==> src/sv/sapq_pkg.sv <==
// Shared types and constants for the sorted-array priority queue.
`default_nettype none

package sapq_pkg;

    localparam int VALUE_W  = 32;
    localparam int STATUS_W = 2;
    localparam int COUNT_W  = 5;

    // Operation codes carried on the input tuser
    localparam logic OP_INSERT = 1'b0;
    localparam logic OP_DELETE = 1'b1;

    // Result status codes
    localparam logic [STATUS_W-1:0] ST_DONE     = 2'd0;
    localparam logic [STATUS_W-1:0] ST_OVERFLOW = 2'd1;
    localparam logic [STATUS_W-1:0] ST_EMPTY    = 2'd2;
    localparam logic [STATUS_W-1:0] ST_NOTFOUND = 2'd3;

    // Output word: status, count, head value, padded to whole bytes
    localparam int RES_BITS = STATUS_W + COUNT_W + VALUE_W;
    localparam int RES_W    = ((RES_BITS + 7) / 8) * 8;

    // Commands from the controller to the datapath
    typedef struct packed {
        logic capture;   // latch operation and value of the accepted word
        logic compare;   // compare value against every held slot
        logic commit;    // update slots and load the result register
    } sapq_cmd_t;

endpackage

`default_nettype wire

==> src/sv/sorted_array_priority_queue.sv <==
// Top level of the sorted-array priority queue of signed 32-bit values.
// The word is captured at its accepting edge; the controller then compares it and
// updates the slots, and the result becomes valid when the update commits.
// No new word is accepted until the controller's three-step sequence returns to idle.
// The update may wait in its last step while the previous result is not taken.
// Reset (rst_n low, asynchronous) empties the queue and drops any pending result.
`default_nettype none

module sorted_array_priority_queue #(
    parameter int DEPTH = 16
) (
    input  wire                         clk,
    input  wire                         rst_n,
    input  wire                         s_tvalid,
    output logic                        s_tready,
    input  wire  [sapq_pkg::VALUE_W-1:0] s_tdata,  // value[31:0]
    input  wire                         s_tuser,  // operation[0]
    output logic                        m_tvalid,
    input  wire                         m_tready,
    output logic [sapq_pkg::RES_W-1:0]  m_tdata   // status[1:0], count[6:2], head_value[38:7]
);
    import sapq_pkg::*;

    sapq_cmd_t           cmd;
    logic [STATUS_W-1:0] res_status;
    logic [COUNT_W-1:0]  res_count;
    logic [VALUE_W-1:0]  res_head;

    sapq_ctrl u_ctrl (
        .clk       (clk),
        .rst_n     (rst_n),
        .in_valid  (s_tvalid),
        .in_ready  (s_tready),
        .out_valid (m_tvalid),
        .out_ready (m_tready),
        .cmd       (cmd)
    );

    sapq_dp #(
        .DEPTH (DEPTH)
    ) u_dp (
        .clk        (clk),
        .rst_n      (rst_n),
        .cmd        (cmd),
        .in_op      (s_tuser),
        .in_value   (s_tdata),
        .res_status (res_status),
        .res_count  (res_count),
        .res_head   (res_head)
    );

    // Pack the result word, padding to whole bytes
    assign m_tdata = RES_W'({res_head, res_count, res_status});

    // One word in flight: no accept right after an accept
    a_one_in_flight: assert property (@(posedge clk) disable iff (!rst_n)
        (s_tvalid && s_tready) |=> !s_tready)
        else $error("input accepted while a word is in flight");

    // Empty status only with an empty queue
    a_empty_count: assert property (@(posedge clk) disable iff (!rst_n)
        (m_tvalid && (m_tdata[1:0] == ST_EMPTY)) |-> (m_tdata[6:2] == '0))
        else $error("empty status with nonzero count");

    // Overflow status only with a full queue
    a_overflow_count: assert property (@(posedge clk) disable iff (!rst_n)
        (m_tvalid && (m_tdata[1:0] == ST_OVERFLOW)) |-> (m_tdata[6:2] == COUNT_W'(DEPTH)))
        else $error("overflow status with queue not full");

    // A waiting result holds until taken
    a_result_hold: assert property (@(posedge clk) disable iff (!rst_n)
        (m_tvalid && !m_tready) |=> (m_tvalid && $stable(m_tdata)))
        else $error("pending result changed before it was taken");

endmodule

`default_nettype wire

==> src/sv/sapq_ctrl.sv <==
// Controller state machine for the sorted-array priority queue.
`default_nettype none

module sapq_ctrl (
    input  wire                  clk,
    input  wire                  rst_n,
    input  wire                  in_valid,
    output logic                 in_ready,
    output logic                 out_valid,
    input  wire                  out_ready,
    output sapq_pkg::sapq_cmd_t  cmd
);
    import sapq_pkg::*;

    typedef enum logic [1:0] {
        S_IDLE,
        S_CMP,
        S_UPD
    } state_t;

    state_t state_reg;
    state_t state_next;
    logic   out_valid_reg;
    logic   out_valid_next;
    logic   out_free;

    // Result slot is free when empty or being drained this cycle
    assign out_free  = !out_valid_reg || out_ready;
    assign in_ready  = (state_reg == S_IDLE);
    assign out_valid = out_valid_reg;

    // Decode commands and next state
    always_comb
    begin
        state_next     = state_reg;
        out_valid_next = out_valid_reg && !out_ready;
        cmd            = '0;
        case (state_reg)
            S_IDLE:
            begin
                if (in_valid)
                begin
                    cmd.capture = 1'b1;
                    state_next  = S_CMP;
                end
            end
            S_CMP:
            begin
                cmd.compare = 1'b1;
                state_next  = S_UPD;
            end
            S_UPD:
            begin
                if (out_free)
                begin
                    cmd.commit     = 1'b1;
                    out_valid_next = 1'b1;
                    state_next     = S_IDLE;
                end
            end
            default:
            begin
                state_next = S_IDLE;
            end
        endcase
    end

    // Hold state and the result valid flag
    always_ff @(posedge clk or negedge rst_n)
    begin
        if (!rst_n)
        begin
            state_reg     <= S_IDLE;
            out_valid_reg <= 1'b0;
        end
        else
        begin
            state_reg     <= state_next;
            out_valid_reg <= out_valid_next;
        end
    end

endmodule

`default_nettype wire

==> src/sv/sapq_dp.sv <==
// Datapath of the sorted-array priority queue: slot array, compares, result.
`default_nettype none

module sapq_dp #(
    parameter int DEPTH = 16
) (
    input  wire                               clk,
    input  wire                               rst_n,
    input  sapq_pkg::sapq_cmd_t               cmd,
    input  wire                               in_op,
    input  wire  [sapq_pkg::VALUE_W-1:0]      in_value,
    output logic [sapq_pkg::STATUS_W-1:0]     res_status,
    output logic [sapq_pkg::COUNT_W-1:0]      res_count,
    output logic [sapq_pkg::VALUE_W-1:0]      res_head
);
    import sapq_pkg::*;

    localparam int CW = $clog2(DEPTH + 1);

    logic signed [VALUE_W-1:0] slot_reg [DEPTH];
    logic signed [VALUE_W-1:0] slot_next [DEPTH];
    logic [CW-1:0]             count_reg;
    logic [CW-1:0]             count_next;
    logic                      op_reg;
    logic signed [VALUE_W-1:0] value_reg;
    logic [DEPTH-1:0]          ge_reg;   // value >= slot, held slots only
    logic [DEPTH-1:0]          le_reg;   // slot <= value, held slots only
    logic [DEPTH-1:0]          eq_reg;   // slot == value, held slots only
    logic [DEPTH-1:0]          tail;     // insert position and later
    logic                      full;
    logic                      empty;
    logic                      found;
    logic                      do_ins;
    logic                      do_del;
    logic [STATUS_W-1:0]       status;

    assign full   = (count_reg == CW'(DEPTH));
    assign empty  = (count_reg == '0);
    assign found  = |eq_reg;
    assign do_ins = (op_reg == OP_INSERT) && !full;
    assign do_del = (op_reg == OP_DELETE) && found;

    // Per-slot shift select
    genvar i;
    generate
        for (i = 0; i < DEPTH; i++)
        begin : g_slot
            assign tail[i] = ge_reg[i] || (count_reg == CW'(i));

            if (i == 0)
            begin : g_first
                always_comb
                begin
                    slot_next[i] = slot_reg[i];
                    if (do_ins && tail[i])
                        slot_next[i] = value_reg;
                    else if (do_del && le_reg[i] && (DEPTH > 1))
                        slot_next[i] = slot_reg[(DEPTH > 1) ? 1 : 0];
                end
            end
            else if (i == DEPTH - 1)
            begin : g_last
                always_comb
                begin
                    slot_next[i] = slot_reg[i];
                    if (do_ins && tail[i])
                        slot_next[i] = tail[i-1] ? slot_reg[i-1] : value_reg;
                end
            end
            else
            begin : g_mid
                always_comb
                begin
                    slot_next[i] = slot_reg[i];
                    if (do_ins && tail[i])
                        slot_next[i] = tail[i-1] ? slot_reg[i-1] : value_reg;
                    else if (do_del && le_reg[i])
                        slot_next[i] = slot_reg[i+1];
                end
            end
        end
    endgenerate

    // Pick the status and the new fill count
    always_comb
    begin
        count_next = count_reg;
        if (op_reg == OP_INSERT)
        begin
            if (full)
                status = ST_OVERFLOW;
            else
            begin
                status     = ST_DONE;
                count_next = count_reg + 1'b1;
            end
        end
        else if (empty)
            status = ST_EMPTY;
        else if (!found)
            status = ST_NOTFOUND;
        else
        begin
            status     = ST_DONE;
            count_next = count_reg - 1'b1;
        end
    end

    // Fill count is control state
    always_ff @(posedge clk or negedge rst_n)
    begin
        if (!rst_n)
            count_reg <= '0;
        else if (cmd.commit)
            count_reg <= count_next;
    end

    // Capture, compare and update the slots; load the result word
    always_ff @(posedge clk)
    begin
        if (cmd.capture)
        begin
            op_reg    <= in_op;
            value_reg <= $signed(in_value);
        end
        if (cmd.compare)
        begin
            for (int k = 0; k < DEPTH; k++)
            begin
                ge_reg[k] <= (count_reg > CW'(k)) && (value_reg >= slot_reg[k]);
                le_reg[k] <= (count_reg > CW'(k)) && (slot_reg[k] <= value_reg);
                eq_reg[k] <= (count_reg > CW'(k)) && (slot_reg[k] == value_reg);
            end
        end
        if (cmd.commit)
        begin
            for (int k = 0; k < DEPTH; k++)
                slot_reg[k] <= slot_next[k];
            res_status <= status;
            res_count  <= COUNT_W'(count_next);
            res_head   <= (count_next == '0) ? '0 : slot_next[0];
        end
    end

endmodule

`default_nettype wire

==> config.mk <==
export PLATFORM = sky130hd
export DESIGN_NAME = sorted_array_priority_queue
export DESIGN_NICKNAME = d
export VERILOG_FILES = /design/src/sv/sapq_pkg.sv /design/src/sv/sorted_array_priority_queue.sv /design/src/sv/sapq_ctrl.sv /design/src/sv/sapq_dp.sv
export SDC_FILE = /design/constraint.sdc
export NUM_CORES = 2
export LEC_CHECK = 0
export ABC_AREA = 1
export BUFFER_PORTS_ARGS = -buffer_cell sky130_fd_sc_hd__buf_4
export CAP_MARGIN = 5
export CORE_ASPECT_RATIO = 1.2
export CORE_MARGIN = 2
export CORE_UTILIZATION = 35
export DETAILED_ROUTE_END_ITERATION = 8
export SYNTH_ARGS = -nofsm -noshare
export SYNTH_HDL_FRONTEND = slang
export SYNTH_SLANG_ARGS = --single-unit
==> constraint.sdc <==
create_clock -name clk -period 5.4 [get_ports clk]
set_input_delay 0.54 -clock clk [delete_from_list [all_inputs] [get_ports clk]]
set_output_delay 0.54 -clock clk [all_outputs]
set_load 0.01 [all_outputs]
==> metrics.yaml <==
logic_synthesis:
  seq_area_frac_synth: 0.435
  synth_compound_area_frac: 0.199
  synth_most_common_cell: "nand2_1"
  synth_top_family_by_area: "compound AO/OA/AOI/OAI gates"
  ys_seq_elements: 624
  post-synth-top-area-fraction: 0.430
  synth-edff-count: 616
  synth_area_um2: 43000
  synth_common_cells: "844 x nand2_1, 754 x a21oi_1, 730 x inv_1"
  synth_cell_types: 42
  synth-adder-area-share: 0.150
  synth_top_area_cell: "edfxtp_1"
  synthXorXnorAreaFrac: 0
  synthSimpleGateAreaFrac: 0.125
  synthCells: 5047
  synth.area.top_cells: "edfxtp_1 43%, ha_1 15%, a21oi_1 8.8%"
  syn_nets: 5601
  synthArstFlopShare: 0.0128
  ys_warn_count: 0
  synthMuxAreaShare: 0
  synth_top_flop_cell: "edfxtp_1"
  synth.avg_cell_area_um2: 8.53
critical_path:
  cpPeakStageDelay_ns: 1.04
  reg2reg_depth: 9
  critical_path.slowest_cell: "a21oi_4"
  crit_arrival_ns: 4.07
  critPathBufInv: 3
  required_ns: 5.67
  path_depth: 9
  critPathKind: "flip-flop to flip-flop"
  cpLargestDelayFamily: "compound AO/OA/AOI/OAI gates"
  cp_max_fo: 64
  worstSetupStartpointType: "flip-flop"
  crit_chain: "inv_1 -> ha_1 -> inv_1 -> nor3_4 -> nand2_2 -> nand2_4 -> nor2_1 -> inv_2 -> a21oi_4"
  cp_common_cell: "inv_1"
  critPathCaptureType: "flip-flop"
route:
  drt_iter0_markers: 2629
  avgRoutedWirePerCell_um: 20.1
  firstDrtPassIters: 8
  vias_per_cell: 5.30
  route.vias.total: 35590
  postRouteAntennaNets: 0
  drcViolationCount: 0
  routed_wl_um: 135000
cts:
  cts.htree.levels: 3
  cts_buffers: 69
  cts_root_buf: "clkbuf_16"
  clk_path_buf_depth: 3
  path_clk_slew_ns: 0.07
  clock_latency_ns: 0.66
  cts_tree: "built"
  cts_sinks: 624
  post_cts_buffers: 0
timing:
  worst_pin_slew_ns: 1.14
  max_freq_mhz: 263
  tns_ns: 0
  maxSlewHeadroom: 0.235
  finClkSkew_ns: 0.0289
  rsz0062_at_grt: "no"
  hold_viol_final: 0
  slew_violations: 0
  hold_ws_ns: 0.0572
  finalSetupViolCount: 0
  finalCriticalPeriod_ns: 3.80
  post-route-period-util: 0.703
final_layout:
  largest_reg_flops: 512
  design_area_um2: 47700
  fill_cells: 12210
  syn_to_final_growth_pct: 10.9
  final_nets: 5595
  drive_gt1_frac: 0.0657
global_route:
  first_global_vias: 34529
  grt_usage: 0.211
  grt_overflow: 0
  grt_start_max_net_pins: 66
  antenna_found_initial: 2
  grt_pass1_wl_um: 205000
floorplanning:
  pin_count: 79
  fp.coreArea_um2: 122000
  start_util: 0.353
  die_h_um: 388
  rows: 140
  fp.dieArea_um2: 126000
  dieWidth_um: 324
power:
  pwr_density_cell_nw_per_um2: 404
  seq_power_share: 0.363
  comb_power_share: 0.380
  clkPwrFrac: 0.257
  ir_worst_vdd_mv: 0.248
  swShare: 0.398
  switching_power_mw: 7.67
  p_int_mw: 11.6
  p_leak_nw: 20.8
job:
  maxCapViolCount: 0
min_path:
  hold_path.class: "input pin to flip-flop"
  hold_depth: 1
placed_design:
  dp_hpwl_um: 103000
  globalplace.congestion: 0.901
  place_area_um2: 45500
  io_buffers: 77
status:
  status: "finished clean"
metrics by stage:
step                utilization  power, mW  setup slack, ns  cells
detailed placement        0.374       14.3             1.69   6602
CTS                       0.392       19.3             1.66   6719
global route              0.392       20.5             1.32   6719
global placement          0.374       14.1             1.78   6602
finish                    0.392       19.3             1.60   6720
floorplan                     -       12.1            0.367   5047
layout make-up:
type,count,area (um2),area share
Timing Repair Buffer,164,1250,0.0261
Multi-Input combinational cell,3434,20700,0.434
Clock buffer,88,1850,0.0388
Clock inverter,28,367,0.00769
Sequential cell,624,18700,0.392
Antenna cell,1,2.50,0.0000525
Inverter,748,2810,0.0589
Tap cell,1633,2040,0.0428
worst reg2reg max path: cells and delay by family (launching register included):
kind                       cells  cell delay (ns)
AOI/OAI and AO/OA              1             1.04
buffers and inverters          3             0.69
adders and majority gates      1             0.24
and+or+nand+nor                4             0.79
DFF                            1             0.62
power groups by stage:
| stage | sequential [mW] | combinational, mW | clock (mW) |
|---|---|---|---|
| after floorplan | 7.02 | 5.07 | 0 |
| after global placement | 7.09 | 7.03 | 0 |
| after detailed placement | 7.09 | 7.25 | 0 |
| after CTS | 6.99 | 7.28 | 5.01 |
| after global routing | 7.05 | 8.25 | 5.18 |
| final | 7.00 | 7.33 | 4.95 |
repair_timing:
action	CTS	global route
setup endpoints to repair	0	0
hold endpoints to repair	8	0
hold buffers	1	0
gates resized for setup	0	0
cell usage in the layout (no fill, tap or decap), types with 62 or more instances in the layout:
cell type  count
edfxtp_1     616
clkbuf_16     71
nand2_1      841
o211ai_1      94
buf_4        162
nor2_1       310
inv_1        730
o21ai_0      536
a21oi_1      739
a22oi_1       62
ha_1         517
metal layers:
| metal | global-route usage | part of all wire | vias up |
|---|---|---|---|
| li1 | - | - | 17408 |
| met1 | 0.249 | 0.40 | 17053 |
| met2 | 0.377 | 0.51 | 857 |
| met3 | 0.0224 | 0.039 | 272 |
| met4 | 0.104 | 0.049 | 0 |
| met5 | 0 | 0 | - |
cell families (layout without fill, tap and decap cells):
group	Yosys count	after routing
other cells	1	2
compound gates	1590	1590
simple gates	1326	1326
fa+ha+maj	517	517
flops	624	624
buf+inv	989	1028
final timing paths:
path | from | slack, ns | end
max | u_dp.count_reg[1] | 1.60 | u_dp.slot_reg[0][103]
min in group asynchronous | rst_n | 0.26 | u_ctrl.out_valid
min | s_tdata[9] | 0.06 | u_dp.value_reg[9]
max reg2reg | u_dp.count_reg[1] | 1.60 | u_dp.slot_reg[0][103]
min reg2reg | u_ctrl.state_reg[0] | 0.50 | u_ctrl.state_reg[0]
max in group asynchronous | rst_n | 4.95 | u_dp.count_reg[3]
(Power assumes the default switching activity.)
